--- src/hw/rtl/mfap_pkg.sv ---
// Shared types and constants for the max-flow augmenting-path engine.
`default_nettype none
package mfap_pkg;

  localparam int MAX_NODES_DEF = 16;
  localparam int CAP_BITS_DEF  = 32;

  localparam int NODE_W = 4;
  localparam int CAPIN_W = 32;
  localparam int RES_W  = 40;
  localparam int FLOW_W = 48;
  localparam int ALU_W  = 48;

  typedef enum logic [1:0] {
    OP_ADD   = 2'd0,
    OP_RUN   = 2'd1,
    OP_QUERY = 2'd2,
    OP_NONE  = 2'd3
  } op_t;

  typedef enum logic [3:0] {
    ST_CLEAR,
    ST_IDLE,
    ST_DECODE,
    ST_ADD_WR,
    ST_QRY,
    ST_BFS_INIT,
    ST_BFS_POP,
    ST_BFS_POPW,
    ST_SCAN_RD,
    ST_SCAN_CHK,
    ST_AUG_START,
    ST_AUG_CHK,
    ST_AUG_PRD,
    ST_AUG_PWT,
    ST_AUG_FW,
    ST_AUG_BW
  } state_t;

  typedef enum logic {
    ALU_ADD = 1'b0,
    ALU_SUB = 1'b1
  } alu_op_t;

endpackage
`default_nettype wire

--- src/hw/rtl/mfap_alu.sv ---
// Shared add/subtract unit with carry-out, used for the residual and flow sums, differences and the bottleneck compare.
`default_nettype none
module mfap_alu (
  input  wire logic [mfap_pkg::ALU_W-1:0] a,
  input  wire logic [mfap_pkg::ALU_W-1:0] b,
  input  wire mfap_pkg::alu_op_t          op,
  output logic      [mfap_pkg::ALU_W:0]   sum
);

  always_comb begin
    unique case (op)
      mfap_pkg::ALU_SUB: sum = {1'b0, a} - {1'b0, b};
      default:           sum = {1'b0, a} + {1'b0, b};
    endcase
  end

endmodule
`default_nettype wire

--- config.mk ---
export PLATFORM = sky130hd
export DESIGN_NAME = mfap_alu
export DESIGN_NICKNAME = d
export VERILOG_FILES = /design/src/hw/rtl/mfap_pkg.sv /design/src/hw/rtl/mfap_alu.sv
export SDC_FILE = /design/constraint.sdc
export NUM_CORES = 1
export LEC_CHECK = 0
export BUFFER_PORTS_ARGS = -buffer_cell sky130_fd_sc_hd__buf_2
export CORE_ASPECT_RATIO = 1.5
export CORE_UTILIZATION = 35
export DETAILED_ROUTE_END_ITERATION = 16
export PLACE_DENSITY_LB_ADDON = 0.12
export RECOVER_POWER = 25
export SLEW_MARGIN = 10
export SYNTH_ARGS = -nofsm -noshare
export SYNTH_HDL_FRONTEND = slang
export SYNTH_SLANG_ARGS = --single-unit
--- constraint.sdc ---
create_clock -name vclk -period 10.3
set_clock_uncertainty 0.1 [all_clocks]
set_input_delay 1.03 -clock vclk [all_inputs]
set_output_delay 1.03 -clock vclk [all_outputs]
set_load 0.005 [all_outputs]
==> metrics list <==
- The die covers 0.01200 mm².
- Max FO, Critical Path: 48
- For this run, the top clock speed supported by timing is ~140 MHz.
* Finish-stage setup viols: 0
- The synthesized netlist occupies a cell area of between 0.004 and 0.005 mm².
- Critical-path top delay cell: sky130_fd_sc_hd__clkbuf_1
- The worst path needs about 7.3 ns of the cycle, external delays included.
* WL per Instance: between 15 and 20 µm
* Core area: 0.01117 mm²
- Peak-usage layer in the global routing report: met2
- Ratio of cells with drive above 1 in the final layout: between 20% and 30%
- The min-delay analysis places its worst path in the category in2out.
- The final reports fail on capacitance limit, slew limit.
* Pin count of the biggest net entering global routing: 49
* Area overhead of the layout relative to synthesis: 19.52%
- Gp weighted congestion: 0.9814
* Start point of the worst hold path: b[0]
- Fin cells: between 800 and 900
- Placed cell count: 879
* Sw frac: a little under three fifths
* Diode count: 0
- The number of endpoints with negative hold slack in the final report was 0.
- Proportion of power drawn by flip-flops and latches: 0%
- The internal portion of the total power is approximately 190 µW.
* Worst-case headroom to the max-slew limit: -40.86%
- Biggest area contributors in the synthesized netlist: sky130_fd_sc_hd__ha_1 (15%), sky130_fd_sc_hd__xnor2_1 (15%), sky130_fd_sc_hd__a21oi_1 (10%)
- Number of flip-flops and latches: 0
- Counting every net in the synthesized netlist gives ~760.
- Synthesis instantiated 66 different standard cells from the library.
- For this design, the CTS-stage hold fixing added 0 buffers.
- Fin util: approximately 43%
* Residual DRC count: 0
- Input and output buffers added on the ports amount to 146.
- Of the synthesized area, sequential elements account for 0%.
- After clock tree synthesis, the setup repair step added 0 buffers.
- Layout net count: just under 900
- Worst Max-Slew Pin Slew: approximately 2.1 ns
* Pwr Density: 89.17 mW/mm²
- Synthesis warning total: 0
- Global-route usage over all layers: a little under a quarter
* Via count of the routed design: around 4900
- The analysis attributes to cell leakage a power of 0.002177 µW.
- Summing all flip-flop and latch instances after layout gives 0 µm².
- List of cells traversed by the critical path: clkbuf_1 -> nor2_1 -> xnor2_1 -> ha_1 -> nand3_1 -> nor3b_1 -> a2111oi_0 -> nor4_2 -> a221oi_1 -> nor4_1 -> a41oi_1 -> xnor2_1 -> buf_2
- STA puts the critical path data required time at between 9 and 10 ns.
- By startpoint and endpoint, the worst setup path is classified as in2out.
- 1st-iter DRT viols: roughly 180
* Layout clock buffers: 0
* Number of cells on the worst hold path: 4
- Met2 track utilization from global routing: a little under half
- The worst setup path is captured at a primary output.
- Setup repair after global routing missed its margin: false
- The floorplan step set the die height to around 130 µm.
* Detailed-routing iteration count for the pre-antenna-repair pass: 5
- Power dissipated by switching net loads: approximately 240 µW
* Share of the synthesized area in the top cell type: between 15 and 20%
* Worst IR drop on VDD: around 41 µV
* Biggest cell delay along the critical path: ~1.5 ns
- The initial utilization of the core area, before any placement, comes to approximately 36%.
* Via count of the first global-routing pass: 4842
- Max-cap violations: 1
- Data on the critical path arrives at its endpoint at between 6 and 7 ns.
- Max-slew violation count: 49
- In this run the remaining antenna-violating nets after routing total 0.
- Outcome: finished, violations left
- The biggest area contributor in the post-synthesis netlist is sky130_fd_sc_hd__ha_1.
* Met1 global-route usage: between 20% and 30%
* Initial antenna violation count: 1
- Crit path launch type: input port
- Counting every instance in the synthesized netlist gives slightly above 600.
- The die is 89.78 µm wide.
- Adding up every negative setup slack in the final design gives 0 ns.
- Mean number of vias per cell: ~5.6
* First-pass GRT wire length: around 23000 µm
* Part of the total power dissipated in combinational logic: 100.0%
- about 150 I/O pins were placed.
- Core Rows: 47
* Average cell area after synthesis: about 6.6 µm²
- Most frequent CP cell: sky130_fd_sc_hd__xnor2_1
- Standard cell area after detailed placement: just under 0.005 mm²
- The worst hold path terminates at sum[0].
- Global routing used around 1.4% of the available met3 tracks.
* Total non-filler cell area in the finished layout: between 0.004 and 0.005 mm²
- In the finished design, the share of the clock period the worst path needs comes to 70.70%.
* Total grt overflow: 0
- Summed over all layers, the routed wires come to between 10000 and 15000 µm.
- Detailed placement ended at an HPWL of about 13000 µm.
- The share of total power dissipated in the clock network is 0%.
- After clock tree synthesis, the repair step resized 0 gates.
## per-layer routing
layer  vias to the layer above  routed length (µm)
met3                        24                 661
met4                         0                 489
li1                       2490                   -
met5                         -                   0
met2                       172                7862
met1                      2232                5798
## synthesized netlist by cell type (18+ instances only)
library cell and instances:
sky130_fd_sc_hd__a21oi_1 82, sky130_fd_sc_hd__nor2_1 69, sky130_fd_sc_hd__xnor2_1 69, sky130_fd_sc_hd__ha_1 49, sky130_fd_sc_hd__nand2_1 46, sky130_fd_sc_hd__o21ai_0 30, sky130_fd_sc_hd__nor3_1 24, sky130_fd_sc_hd__clkbuf_1 22
sky130_fd_sc_hd__inv_1 22, sky130_fd_sc_hd__a21o_1 21, sky130_fd_sc_hd__a31oi_1 18, sky130_fd_sc_hd__xor2_1 18
## logic make-up (layout without fill, tap and decap cells)
group	count (synthesis)	after routing	synth area share, %
simple gates	220	220	27.78
buf+inv	50	168	4.732
xor+xnor	87	87	18.84
fa+ha+maj	50	50	15.65
mux	2	2	0.4949
compound gates	205	205	32.51
## worst max-delay path: cells and delay by family
family	cells	cell delay, ns
simple gates	5	2.04
buf+inv	2	1.61
fa+ha+maj	1	0.40
compound gates	3	0.68
xor+xnor	2	0.39
## cell type report
| cell class | instances | area (µm²) |
|---|---|---|
| fill | 1273 | 6339 |
| inverter | 22 | 82.58 |
| multi-input combinational | 564 | 3849 |
| tap | 147 | 183.9 |
| timing repair buffer | 146 | 719.4 |
## layout by cell type (no fill, tap or decap), types with 18 or more instances in the layout
cell type	instances
sky130_fd_sc_hd__buf_2	135
sky130_fd_sc_hd__a21oi_1	82
sky130_fd_sc_hd__nor2_1	69
sky130_fd_sc_hd__xnor2_1	69
sky130_fd_sc_hd__ha_1	49
sky130_fd_sc_hd__nand2_1	46
sky130_fd_sc_hd__o21ai_0	30
sky130_fd_sc_hd__nor3_1	24
sky130_fd_sc_hd__inv_1	22
sky130_fd_sc_hd__a21o_1	21
sky130_fd_sc_hd__a31oi_1	18
sky130_fd_sc_hd__xor2_1	18
## metrics by stage
step                      setup WS (ns)  total power, µW  hold slack, ns
final                             3.018            431.1           2.316
after global routing              2.663            475.3           2.358
after CTS                         3.522            432.9           2.341
after detailed placement          3.539            430.6           2.341
after global placement            3.523            430.7           2.331
after floorplan                   4.346            280.6           2.091
## power by group through the flow
stage          clock (µW)  combinational (µW)  sequential (µW)
2_1_floorplan           0                 281                0
5_1_grt                 0                 475                0
3_3_place_gp            0                 431                0
6_report                0                 431                0
4_1_cts                 0                 433                0
3_5_place_dp            0                 431                0
## how the worst max path moves through the flow
stage | from | endpoint | slack [ns] | depth (start not counted)
floorplan | b[10] | sum[46] | 4.35 | 17
global placement | b[10] | sum[46] | 3.52 | 18
detailed placement | b[10] | sum[46] | 3.54 | 18
CTS | b[10] | sum[46] | 3.52 | 18
global route | op | sum[47] | 2.66 | 13
finish | op | sum[47] | 3.02 | 13
(Power assumes the default switching activity.)
