`config.mk`:
```
export PLATFORM = sky130hd
export DESIGN_NAME = mfap_ram
export DESIGN_NICKNAME = d
export VERILOG_FILES = /design/src/hw/rtl/mfap_ram.sv
export SDC_FILE = /design/constraint.sdc
export NUM_CORES = 1
export LEC_CHECK = 0
export BUFFER_PORTS_ARGS = -buffer_cell sky130_fd_sc_hd__buf_4
export CAP_MARGIN = 20
export CORE_MARGIN = 2
export CORE_UTILIZATION = 64
export CTS_CLUSTER_SIZE = 20
export DETAILED_ROUTE_END_ITERATION = 7
export PLACE_DENSITY = 0.83
export SLEW_MARGIN = 10
export SYNTH_ARGS = -nofsm -noshare
export SYNTH_HDL_FRONTEND = slang
export SYNTH_SLANG_ARGS = --single-unit
```
`constraint.sdc`:
```
create_clock -name clk -period 3.6 [get_ports clk]
set_input_delay 0.36 -clock clk [delete_from_list [all_inputs] [get_ports clk]]
set_output_delay 0.36 -clock clk [all_outputs]
set_load 0.02 [all_outputs]
```
`src/hw/rtl/mfap_ram.sv`:
```
// Simple dual-port RAM: one write port, one registered read port.
`default_nettype none
module mfap_ram #(
  parameter int WIDTH = 8,
  parameter int DEPTH = 16
) (
  input  wire logic                     clk,
  input  wire logic                     we,
  input  wire logic [$clog2(DEPTH)-1:0] waddr,
  input  wire logic [WIDTH-1:0]         wdata,
  input  wire logic [$clog2(DEPTH)-1:0] raddr,
  output logic      [WIDTH-1:0]         rdata
);

  logic [WIDTH-1:0] mem [DEPTH];

  always_ff @(posedge clk) begin
    if (we) begin
      mem[waddr] <= wdata;
    end
  end

  always_ff @(posedge clk) begin
    rdata <= mem[raddr];
  end

endmodule
`default_nettype wire

```
==> results.md, run 1 <==
- Post-CTS Setup Bufs: 0
- Clk_lat worst skew: 0.51 ns
- Syn Nets: around 250
- Initial antenna violation count: 0
- Setup violators final: 0
- Max Transition Viols Final: 0
- Clock sink total: ~140
- Startpoint types: input pin
- Diodes inserted: 0
- Synth area leader: edfxtp_1
- Final worst path period share: roughly 44%
- Skew final: approximately 0.0094 ns
- Antenna Nets Post-Route: 0
- Share of layout cells above drive strength 1: 27.9%
- Register area: ~4000 um^2
- Wl on met1: between 4000 and 5000 um
- Global-route wire length before repair: 15200 um
- Ys async rst share: 0%
- Placed wire-length estimate: 5570 um
- Status: finished, final reports clean
- Delay-heaviest family, CP: multiplexers
- Reg-to-Reg Start: mem[9][5]$_DFFE_PP_
- RSZ-0062 raised after global routing: false
- Critical path class: in2reg
- Buffers added on ports: 25
- Worst-path fanout max: 32
- Vias per inst: between 6 and 7
- CTS buffer count: 17
- Static leakage power: a little over 2 nW
- Commonest cells in the netlist: edfxtp_1 (128), mux4_2 (18), a22oi_1 (16), mux4_1 (14), nor2_1 (13)
- VDD IR max: approximately 630 uV
- Via count: 2469
- DR WL met2: roughly 5000 um
- Yosys reg bits: ~140
- Vias in the first global route: ~2.4k
- Clock buffer depth: 2
- Top post-synthesis cells by area: edfxtp_1 (75%), mux4_2 (7.9%), mux4_1 (7.1%)
- Crit. End Element: flop
- Hold Vio Cnt, Final: 0
- WL met3: 897 um
- Synth Cell Area: a little over 5000 um^2
- Worst rel slew slack: 42.4%
- Core Area: approximately 7800 um^2
- Cell Chain, Critical Path: buf_4 -> mux4_1 -> a22oi_1 -> nand2_1
- Yosys top cell area share: between 70 and 80%
- Root Buffer: clkbuf_8
- Clk slew on worst S/H paths: 0.06 ns
- Layout filler cell count: 408
- Pin count of the biggest net entering global routing: 33
- I/O pin total: 26
- # hold bufs at CTS: 0
- CTS resizes: 0
- DIE HEIGHT: 93.7 um
- Max capacitance violation total: 0
- Highest Signal Layer: met4
- Syn Area/Cell: 22.5 um^2
- First-pass detailed-route iteration total: 5
- Total power: roughly 3.8 mW
- Fmax achieved: 627 MHz
- Most frequent cell after synthesis: edfxtp_1
- Critical Path Max Stage Delay: between 0.6 and 0.7 ns
- Multi-input logic area: between 1000 and 1500 um^2
- TNS Setup: 0 ns
- Worst-Margin Slew: 0.860 ns
- Clock H-tree levels: 4
- Sequential element share of the synthesized area: roughly 80%
- Worst Path Required: 3.96 ns
- Routed len/inst: between 20 and 30 um
- Area Growth Syn to Fin: 17.3%
- Yosys warns: 0
- CP max stage cell: mux4_1
- CP startpoint: raddr[0]
- Hold Crit Start: wdata[2]
- Grt total ovfl: 0
- Worst hold path type: in2reg
- Data arrival, critical path: 1.96 ns
- # DRC: 0
- Final WL: just over 10000 um
- Mapped Cells: between 200 and 250
- Unique masters post-synth: 19
- GRT Util Overall: about a quarter
- Layout net count: approximately 290
- CTS tree: done
- Starting Density: roughly 66%
- Pwr Density: between 600 and 700 nW/um^2
- Iter 0 DRT Violations: between 200 and 300
- Row count: 32
- Die Width: around 94 um
- DIE AREA: between 8000 and 9000 um^2
- Dominant synthesized flop cell: edfxtp_1
- Buf+Inv Stages, Crit Path: 1
- Tmin final: around 1.6 ns
- Post-synth EDFFs: roughly 130
- GP Congestion: approximately 0.78
[metal layers]
layer  global-route usage (%)  vias up
li1                         -     1049
met1                     38.9     1264
met2                     37.9      147
met3                     8.03        9
met4                     7.13        0
met5                        0        -
[registers in the layout (all words and copies together) (netlist names)]
name   count
rdata      8
mem      128
[through the flow]
step	setup slack, ns	cells	hold slack (ns)	utilization, %	cell area [um^2]
5_1_grt	1.97	382	0.155	77.7	6040
3_3_place_gp	1.53	348	0.644	69.4	5390
3_5_place_dp	1.55	350	0.653	69.5	5400
6_report	2.00	382	0.173	77.7	6040
2_1_floorplan	1.75	229	0.459	-	5150
4_1_cts	2.02	382	0.156	77.7	6040
[power breakdown]
part           internal (mW)  switching, mW  total, mW  leakage, nW
Sequential              1.77         0.0111       1.78         1.22
Combinational         0.0750          0.107      0.182        0.512
Clock                   1.21          0.616       1.83        0.309
Total                   3.06          0.734       3.79         2.05
[layout by cell type (no fill, tap or decap), drive strengths merged]
cell and count:
a22oi 16, and2 1, and2b 1, buf 29, bufinv 5, clkbuf 20, clkinv 5, clkinvlp 1
dfxtp 8, edfxtp 128, inv 1, mux4 32, nand2 9, nand2b 2, nand3 1, nand3b 2
nor2 13, nor2b 1, nor3 4, or3b 1
[final cells by class]
class / count / share of cell area (%)
Sequential cell: 136 / 66.3
Clock inverter: 12 / 3.30
Clock buffer: 20 / 7.21
Timing Repair Buffer: 29 / 3.52
Multi-Input combinational cell: 83 / 17.5
Tap cell: 102 / 2.11
[cell families after synthesis]
family,share of synthesized area [%]
DFF,77.8
and+or+nand+nor,3.18
muxes,15.0
AOI/OAI and AO/OA,2.33
buffers and inverters,1.68
[final timing paths]
check	endpoint	slack, ns	cells past startpoint
min	mem[15][2]$_DFFE_PP_	0.17	1
min reg2reg	rdata[4]$_DFF_P_	0.67	3
max reg2reg	rdata[5]$_DFF_P_	2.09	3
max	rdata[5]$_DFF_P_	2.00	4
Note: power is estimated with default switching activity, not from simulation.
==> run 2, diff against run 1 <==
CORE_UTILIZATION = 60   (was 64)
PLACE_DENSITY = 0.78   (was 0.83)
clock period = 1.55 ns   (was 3.6 ns; I/O delays follow)
==> results.md, run 2 (synthesis gave the netlist of run 1 again) <==
- Status: finished, final reports clean
- Skew final: 0.00765 ns (-0.00179 ns)
- Worst Path Required: 1.94 ns (-2.02 ns)
- Dpl cells: 370 (+5.7%)
- Crit. End Element: flop
- Startpoint types: flop
- Max Transition Viols Final: 0 (unchanged)
- Root Buffer: clkbuf_8
- Reg-to-reg endpoint: rdata[0]$_DFF_P_
- Final WL: 10200 um (+1.0%)
- CP startpoint: mem[6][0]$_DFFE_PP_
- Reg-to-Reg Start: mem[6][0]$_DFFE_PP_
- Data arrival, critical path: 1.80 ns (-0.16 ns)
- Final instance count without filler cells: 410 (+7.3%)
- VDD IR max: 720 uV (+14%)
- I/O pin total: 26 (unchanged)
- Clk slew on worst S/H paths: 0.06 ns (about the same)
- Max capacitance violation total: 0 (unchanged)
- Diodes inserted: 0 (unchanged)
- CTS buffer count: 17 (unchanged)
- Antenna Nets Post-Route: 0 (unchanged)
- First-pass detailed-route iteration total: 4 (-1)
- Clock H-tree levels: 4 (unchanged)
- Worst-Margin Slew: 0.462 ns (-0.398 ns)
- Clk_lat worst skew: 0.51 ns (about the same)
- Area Growth Syn to Fin: 21.3%
- Initial antenna violation count: 0 (unchanged)
- CTS resizes: 0 (unchanged)
- Most frequent cells in the layout: edfxtp_1 (128), buf_4 (43), mux4_2 (18), a22oi_1 (16), clkbuf_16 (16)
- Pin count of the biggest net entering global routing: 33 (unchanged)
- Final worst path period share: 91.2%
- Worst rel slew slack: 69.2% (+27 points)
- Worst-case reg-to-reg path depth: 3 (unchanged)
- Share of layout cells above drive strength 1: 31.5% (+3.6 points)
- Vias per inst: 6.17 (-4.6%)
- Clock buffer depth: 2 (unchanged)
- Routed len/inst: 24.8 um (-5.9%)
- Core Area: 8260 um^2 (+6.3%)
- RSZ-0062 raised after global routing: false
- Setup violators final: 0 (unchanged)
- Row count: 33 (+3.1%)
- Worst hold path type: in2reg
- Reg2Reg Setup Slack: 0.14 ns (-1.95 ns)
- Buffers added on ports: 25 (unchanged)
- Clock sink total: 136 (unchanged)
- Fmax achieved: about 710 MHz
- Die Width: 96.6 um (+3.1%)
- Pwr Density: 1360 nW/um^2 (+120%)
- Most common cell after layout, fill and taps aside: edfxtp_1
- Largest registers: mem (128), rdata (8)
- Global-route wire length before repair: 15500 um (+1.7%)
- CTS tree: done
- Biggest register: mem
- CP endpoint: rdata[0]$_DFF_P_
- GP Congestion: 0.784 (about the same)
- Grt total ovfl: 0 (unchanged)
- DIE AREA: 9340 um^2 (+6.4%)
- Critical path class: reg2reg
- Tmin final: ~1.4 ns
- Hold Vio Cnt, Final: 0 (unchanged)
- Vias in the first global route: 2643 (+8.9%)
- Static leakage power: 2.15 nW (+5.4%)
- Via count: 2529 (+2.4%)
- Starting Density: 62.3% (-3.9 points)
- # DRC: 0 (unchanged)
- DIE HEIGHT: 96.6 um (+3.1%)
- Placed wire-length estimate: 5930 um (+6.5%)
- Worst-path fanout max: 1 (-97%)
- Iter 0 DRT Violations: 280 (-4.1%)
- GRT Util Overall: 23.3% (-2.6 points)
- Layout net count: 310 (+8.8%)
- TNS Setup: 0 ns (unchanged)
- Largest register FFs: 128 (unchanged)
## run 2: area by class of cell
class                   instances  area (um^2)
clock buffers                  19          432
flip-flops and latches        136         4000
repair buffers                 54          463
clock inverters                13          154
well taps                     105          131
multi-input cells              83         1060
fillers                       450         2010
## run 2: what timing repair did
action                    in CTS  in global routing
hold buffers                   8                  0
hold endpoints to repair     128                  0
buffers inserted               0                  0
## run 2: worst min-delay path by stage
stage / slack (ns) / cells past startpoint / end / from
2_1_floorplan: 0.25 / 0 / mem[0][0]$_DFFE_PP_ / wdata[0]
3_3_place_gp: 0.45 / 1 / mem[0][5]$_DFFE_PP_ / wdata[5]
3_5_place_dp: 0.46 / 1 / mem[4][7]$_DFFE_PP_ / wdata[7]
4_1_cts: 0.11 / 4 / rdata[2]$_DFF_P_ / raddr[3]
5_1_grt: 0.14 / 4 / rdata[4]$_DFF_P_ / raddr[3]
6_report: 0.12 / 4 / rdata[4]$_DFF_P_ / raddr[3]
## run 2: power breakdown
group	internal [mW]	total, mW	switching, mW
Combinational	0.212	0.456	0.244
Sequential	4.11	4.14	0.0316
Clock	2.48	3.91	1.44
## run 2: metrics by stage
step / setup slack (ns) / util, % / power [mW] / instance area, um^2 / hold WS [ns]
2_1_floorplan: 0.129 / - / 4.44 / 5150 / 0.254
3_3_place_gp: 0.0507 / 67.6 / 4.64 / 5580 / 0.451
3_5_place_dp: 0.0369 / 67.6 / 4.65 / 5580 / 0.465
4_1_cts: 0.147 / 75.6 / 8.55 / 6250 / 0.109
5_1_grt: 0.124 / 75.6 / 8.76 / 6250 / 0.144
6_report: 0.136 / 75.6 / 8.51 / 6250 / 0.123
## run 2: worst max-delay path: stages (launching register included)
cell,delay [ns]
edfxtp_1,0.39
mux4_1,0.55
a22oi_1,0.26
nand2_1,0.09
## run 2: per-layer routing
layer / wire, um / GRT usage, %
met5: 0 / 0
met2: 5310 / 36.9
met1: 4030 / 31.8
met4: 120 / 7.69
met3: 720 / 6.58
